`src/rtl/core/pidad_pkg.sv`:
```
package pidad_pkg;

	localparam int AvgDepthDefault = 10;
	localparam int CfgIdxW = 3;

	localparam logic [CfgIdxW-1:0] REG_KP   = 3'd0;
	localparam logic [CfgIdxW-1:0] REG_KI   = 3'd1;
	localparam logic [CfgIdxW-1:0] REG_KD   = 3'd2;
	localparam logic [CfgIdxW-1:0] REG_MAX  = 3'd3;
	localparam logic [CfgIdxW-1:0] REG_MIN  = 3'd4;

	localparam logic [15:0] KP_RESET  = 16'd3867;
	localparam logic [15:0] KI_RESET  = 16'd3277;
	localparam logic [15:0] KD_RESET  = 16'd2294;
	localparam logic [15:0] MAX_RESET = 16'h7fff;
	localparam logic [15:0] MIN_RESET = 16'h8000;

	typedef struct packed {
		logic signed [15:0] measurement;
		logic signed [15:0] target;
		logic [15:0]        elapsed;
	} in_item_t;

	typedef struct packed {
		logic signed [31:0] drive;
		logic signed [31:0] p_term;
		logic signed [31:0] i_term;
		logic signed [31:0] d_term;
	} out_item_t;

	// start and sign request for the serial divider
	typedef struct packed {
		logic start;
		logic neg;
	} div_ctl_t;

endpackage

```
`src/rtl/core/pidad_div.sv`:
```
// Restoring divider, one quotient bit per cycle.
// Magnitudes: 48-bit dividend by 16-bit divisor, truncated quotient with sign applied.
module pidad_div (
	input  logic                  clk,
	input  logic                  arst_n,
	input  pidad_pkg::div_ctl_t   ctl,
	input  logic [47:0]           dividend,
	input  logic [15:0]           divisor,
	output logic                  done,
	output logic signed [48:0]    quotient
);

	logic [47:0] quo_q;
	logic [16:0] rem_q;
	logic [15:0] dvs_q;
	logic [5:0]  cnt_q;
	logic        busy_q;
	logic        neg_q;
	logic [16:0] trial;
	logic [16:0] shifted;

	assign shifted = {rem_q[15:0], quo_q[47]};
	assign trial   = shifted - {1'b0, dvs_q};

	// one bit per cycle
	always_ff @(posedge clk or negedge arst_n) begin
		if (!arst_n) begin
			busy_q <= 1'b0;
			cnt_q  <= '0;
			done   <= 1'b0;
		end else begin
			done <= 1'b0;
			if (ctl.start) begin
				busy_q <= 1'b1;
				cnt_q  <= 6'd47;
			end else if (busy_q) begin
				if (cnt_q == 6'd0) begin
					busy_q <= 1'b0;
					done   <= 1'b1;
				end
				cnt_q <= cnt_q - 6'd1;
			end
		end
	end

	always_ff @(posedge clk) begin
		if (ctl.start) begin
			quo_q <= dividend;
			rem_q <= '0;
			dvs_q <= divisor;
			neg_q <= ctl.neg;
		end else if (busy_q) begin
			if (!trial[16]) begin
				rem_q <= trial;
				quo_q <= {quo_q[46:0], 1'b1};
			end else begin
				rem_q <= shifted;
				quo_q <= {quo_q[46:0], 1'b0};
			end
		end
	end

	assign quotient = neg_q ? -$signed({1'b0, quo_q}) : $signed({1'b0, quo_q});

`ifndef SYNTHESIS
	a_done_single: assert property (@(posedge clk) disable iff (!arst_n)
		done |=> !done) else $error("divider done held");
	a_start_idle: assert property (@(posedge clk) disable iff (!arst_n)
		ctl.start |=> busy_q) else $error("divider did not start");
	a_done_after_busy: assert property (@(posedge clk) disable iff (!arst_n)
		done |-> $past(busy_q)) else $error("done without work");
`endif

endmodule

```
`config.mk`:
```
export PLATFORM = sky130hd
export DESIGN_NAME = pidad_div
export DESIGN_NICKNAME = d
export VERILOG_FILES = /design/src/rtl/core/pidad_pkg.sv /design/src/rtl/core/pidad_div.sv
export SDC_FILE = /design/constraint.sdc
export NUM_CORES = 1
export LEC_CHECK = 0
export ABC_CLOCK_PERIOD_IN_PS = 2900
export BUFFER_PORTS_ARGS = -buffer_cell sky130_fd_sc_hd__buf_2
export CAP_MARGIN = 5
export CELL_PAD_IN_SITES_DETAIL_PLACEMENT = 1
export CELL_PAD_IN_SITES_GLOBAL_PLACEMENT = 1
export CORE_MARGIN = 2
export CORE_UTILIZATION = 29
export DETAILED_ROUTE_END_ITERATION = 8
export HOLD_SLACK_MARGIN = 0.12
export PLACE_DENSITY_LB_ADDON = 0.3
export SLEW_MARGIN = 20
export SYNTH_ARGS = -nofsm -noshare
export SYNTH_HDL_FRONTEND = slang
export SYNTH_SLANG_ARGS = --single-unit
```
`constraint.sdc`:
```
create_clock -name clk -period 2.9 [get_ports clk]
set_input_delay 0.29 -clock clk [delete_from_list [all_inputs] [get_ports clk]]
set_output_delay 0.29 -clock clk [all_outputs]
set_load 0.005 [all_outputs]
```
# == Word-level counts from Yosys, hierarchy flattened ==
# Cells that the tools add are included.
# classes
n_addsub,3
n_mul,0
div_mod_pow,0
n_lt_le_gt_ge,0
n_eq_ne,0
shifts,0
n_mux,13
bitwise,0
reduce_logical,2
# ops
op,count
$mux W48,2
$mux W49,1
$neg A48 Y49,1
$sub A17 B16 Y17,1
$mux W16,1
$mux W6,2
$mux W1,7
$logic_not A6 Y1,1
$sub A6 B1 Y6 const B,1
$reduce_bool A2 Y1,1
# totals
register_bits,89
latch_bits,0
mem_bits_rw,0
mem_bits_ro,0
in_bits,68
elab_cells,25
memories,0

# == Logic depth before layout (Yosys ltp) ==
# logic_depth
ltp_word,4
ltp_mapped,11
depth_no_buf,10

# == Worst setup path after synthesis ==
# No wires, ideal clock.
# synth_timing
path_kind,reg2out
startpoint,reg quo_q[19]
endpoint,out quotient[42]
arrival_ps,2658
required_time_ps,2610
path_slack_ps,-48
stages_incl_launch_ff,8
n_path_buf,0
path_cell_list,edfxtp_1 -> or4_4 -> or4_4 -> nand4b_4 -> or3_4 -> or3_4 -> o31ai_2 -> xnor2_1
# synth_between
elab_chain_cells,2
# synth_lines
item,line,source
start: declaration,pidad_div.sv:13,logic [47:0] quo_q;
start signal: assignment,pidad_div.sv:48,quo_q <= dividend;
start signal: assignment,pidad_div.sv:55,"quo_q <= {quo_q[46:0], 1'b1};"
start signal: assignment,pidad_div.sv:58,"quo_q <= {quo_q[46:0], 1'b0};"
$neg A48 Y49,pidad_div.sv:63,"assign quotient = neg_q ? -$signed({1'b0, quo_q}) : $signed({1'b0, quo_q});"
$mux W49,pidad_div.sv:63,
end: declaration,pidad_div.sv:10,output logic signed [48:0] quotient
# Every way passes these cells.

# == Final worst setup path ==
# Ends and elaborated chain as after synthesis.

==> run metrics <==
Worst IR Drop VDD 0.363 mV; total iterations of the first detailed-routing run 4; Synth cell types 57; clk slew on worst S/H paths 0.07 ns; f_max around 0.29 GHz; CTS Root Cell clkbuf_16; routability cong. approximately 0.77; Syn Nets around 580; CTS tree yes; HP Class input pin to register; Setup Viol. Count Final 23; Synth area leader edfxtp_1; Tot GR Track Use roughly 15%; hold_sp dividend[2]; failing checks negative setup slack; Layout Nets 757; vias around 4.3k; DRC 0; period utilization 118%; initial core utilization 29.4%; diode count 0; Die Wd 141 µm; Worst Tran Pin Value 0.636 ns; Syn Std Cell Area 5460 µm²; Avg Synthesized Cell Area 11.0 µm²; Synth async-reset ratio between 8 and 9%; Seq cells post-synth 89; CP max stage delay roughly 0.55 ns; dpl ws -0.207 ns; logic gate share of total power 35.8%; Slew Limit Fails 0; Post-synth EDFFs 65; Clk pwr share 28.1%; PortBufs approximately 120; fin crit period 3.42 ns; dpl cells 867; status finished with violations; CTS Sinks 89; slowest CP cell or4_4; Top FF cell, synth edfxtp_1; max-capacitance violation count 0; largest net degree at the start of global routing 50; layout cells sized above 1 40.9%; worst r2r src quo_q[47]; crit start category register; top-area cell type share of the netlist area 35.8%; first-pass GRT wire length 23900 µm; switching share of power between 30% and 40%; WP data arrival 3.13 ns; Synth Instances 496; detailed placement HPWL 11100 µm; P&R area growth vs syn 34.2%; most common cell in the netlist edfxtp_1; Crit Path Max Fanout 4; total grt overflow 0; Hold Path End quo_q[2]; WP buf/inv 1; switching power ~1.5 mW; WL/cell between 15 and 20 µm; core area roughly 19000 µm²; Req. time, crit path 2.61 ns; power density over the cells 651 nW/µm²; IO Pins 118; cell-internal power 3.25 mW; Post-synth top cells edfxtp_1 (65), xnor2_1 (58), mux2_2 (47), nand2_1 (28), inv_1 (26); Final Hold Viols 0; ANT nets after route 0; cell chain of the critical path or4_4 -> or4_4 -> nand4b_4 -> or3_4 -> or3_4 -> o31ai_4 -> xnor2_1 -> buf_2; Cell Count, Final, Fillers Out 908; wirelength, routed 14800 µm; Area contributors post-synth edfxtp_1 (36%), mux2_2 (9.7%), xnor2_1 (9.3%); Rows 50; placed instance area 6600 µm²; Post-Layout Inst Area roughly 7300 µm²; # H-tree levels 3; Yosys warning count 0; CP top delay family simple AND/OR/NAND/NOR gates; worst hold path depth 3; worst clock skew 0.0101 ns; R2R depth 11; cts bufs inserted 9; Initial DRC Count 157; LEAKAGE 2.98 nW; DIE HEIGHT approximately 140 µm; Seq/Total Area, Yosys between 40 and 50%; CTS max path bufs 2; reg-to-reg critical path endpoint rem_q[0]; full die area about 20000 µm²; worst skew pair latency 0.35 ns; initial antenna violation count 0; final worst slack -0.519 ns; Seq pwr share 36.2%; Via density ~4.8; vias in the first global route approximately 4.6k; internal reg-to-reg setup slack 0.21 ns; Slew headroom 57.6%; Setup crit end kind output pin; critical path class register to output pin; RSZ-0062 raised after global routing yes
-- registers in the layout (all words and copies together) (netlist names) --
name / cells
busy_q: 1
rem_q: 16
cnt_q: 6
neg_q: 1
dvs_q: 16
done: 1
quo_q: 48
-- cell type report --
cell class / instances / area [µm²]
multi-input combinational: 359 / 2960
timing repair buffer: 184 / 1160
sequential: 89 / 2470
clock inverter: 4 / 71.3
fill: 2110 / 11300
tap: 234 / 293
clock buffer: 12 / 268
inverter: 26 / 97.6
-- cells in the final DEF (no fill, tap or decap), types with 16 or more instances in the layout --
master         instances
buf_2                116
buf_4                 45
dfxtp_1               16
dlygate4sd3_1         18
edfxtp_1              65
ha_1                  19
inv_1                 25
mux2_2                47
nand2_1               26
nor2_1                25
o21ai_0               16
xnor2_1               55
-- worst reg2reg max path, stage by stage, from the launching register on --
cell	delay (ns)
edfxtp_1	0.37
inv_1	0.10
ha_1	0.23
fa_2	0.37
nand2b_1	0.19
a21oi_2	0.19
o21ai_0	0.12
nand3_1	0.14
xor2_2	0.19
buf_4	0.18
mux2_2	0.33
a211oi_1	0.21
-- power groups by stage --
stage | Combinational, mW | Clock [mW] | Sequential [mW]
global route | 1.90 | 1.43 | 1.75
CTS | 1.72 | 1.38 | 1.72
floorplan | 1.11 | 0 | 1.72
finish | 1.70 | 1.34 | 1.72
detailed placement | 1.66 | 0 | 1.74
global placement | 1.62 | 0 | 1.73
-- worst max path at each step --
stage | start | to | slack, ns | cells past startpoint
after CTS | quo_q[19] | quotient[42] | -0.55 | 8
after global routing | quo_q[19] | quotient[44] | -0.63 | 8
after detailed placement | quo_q[19] | quotient[41] | -0.21 | 8
after global placement | quo_q[19] | quotient[42] | -0.15 | 8
final | quo_q[19] | quotient[42] | -0.52 | 8
after floorplan | quo_q[19] | quotient[42] | -0.04 | 7
-- kinds of logic after synthesis --
logic type                 synth area share [%]
DFF                                        45.3
muxes                                      11.5
buffers and inverters                      3.51
adders and majority gates                  4.72
xor gates and xnor gates                   10.6
and+or+nand+nor                            12.8
AOI/OAI and AO/OA                          11.6
-- routing by layer --
| layer | vias to the layer above | GRT usage, % | wire, µm |
|---|---|---|---|
| met2 | 98 | 26.7 | 7460 |
| li1 | 2163 | - | - |
| met4 | 0 | 3.16 | 109 |
| met3 | 7 | 3.60 | 594 |
| met5 | - | 0 | 0 |
| met1 | 2076 | 18.8 | 6690 |
-- stage by stage --
stage | utilization [%] | hold WS [ns] | setup TNS [ns] | power [mW]
2_1_floorplan | - | -0.00559 | -0.0864 | 2.83
3_3_place_gp | 35.5 | 0.144 | -0.913 | 3.36
3_5_place_dp | 35.5 | 0.145 | -1.21 | 3.40
4_1_cts | 38.9 | 0.222 | -6.48 | 4.82
5_1_grt | 39.4 | 0.230 | -9.26 | 5.08
6_report | 39.4 | 0.234 | -6.28 | 4.77
-- timing repair --
action	in CTS	in global routing
buffers inserted	3	4
endpoints found under the hold margin	25	0
hold buffers	18	0
gates resized for setup	26	15
setup endpoints to repair	26	40
pin swaps	8	11
Power figures use the tool's default switching activity.
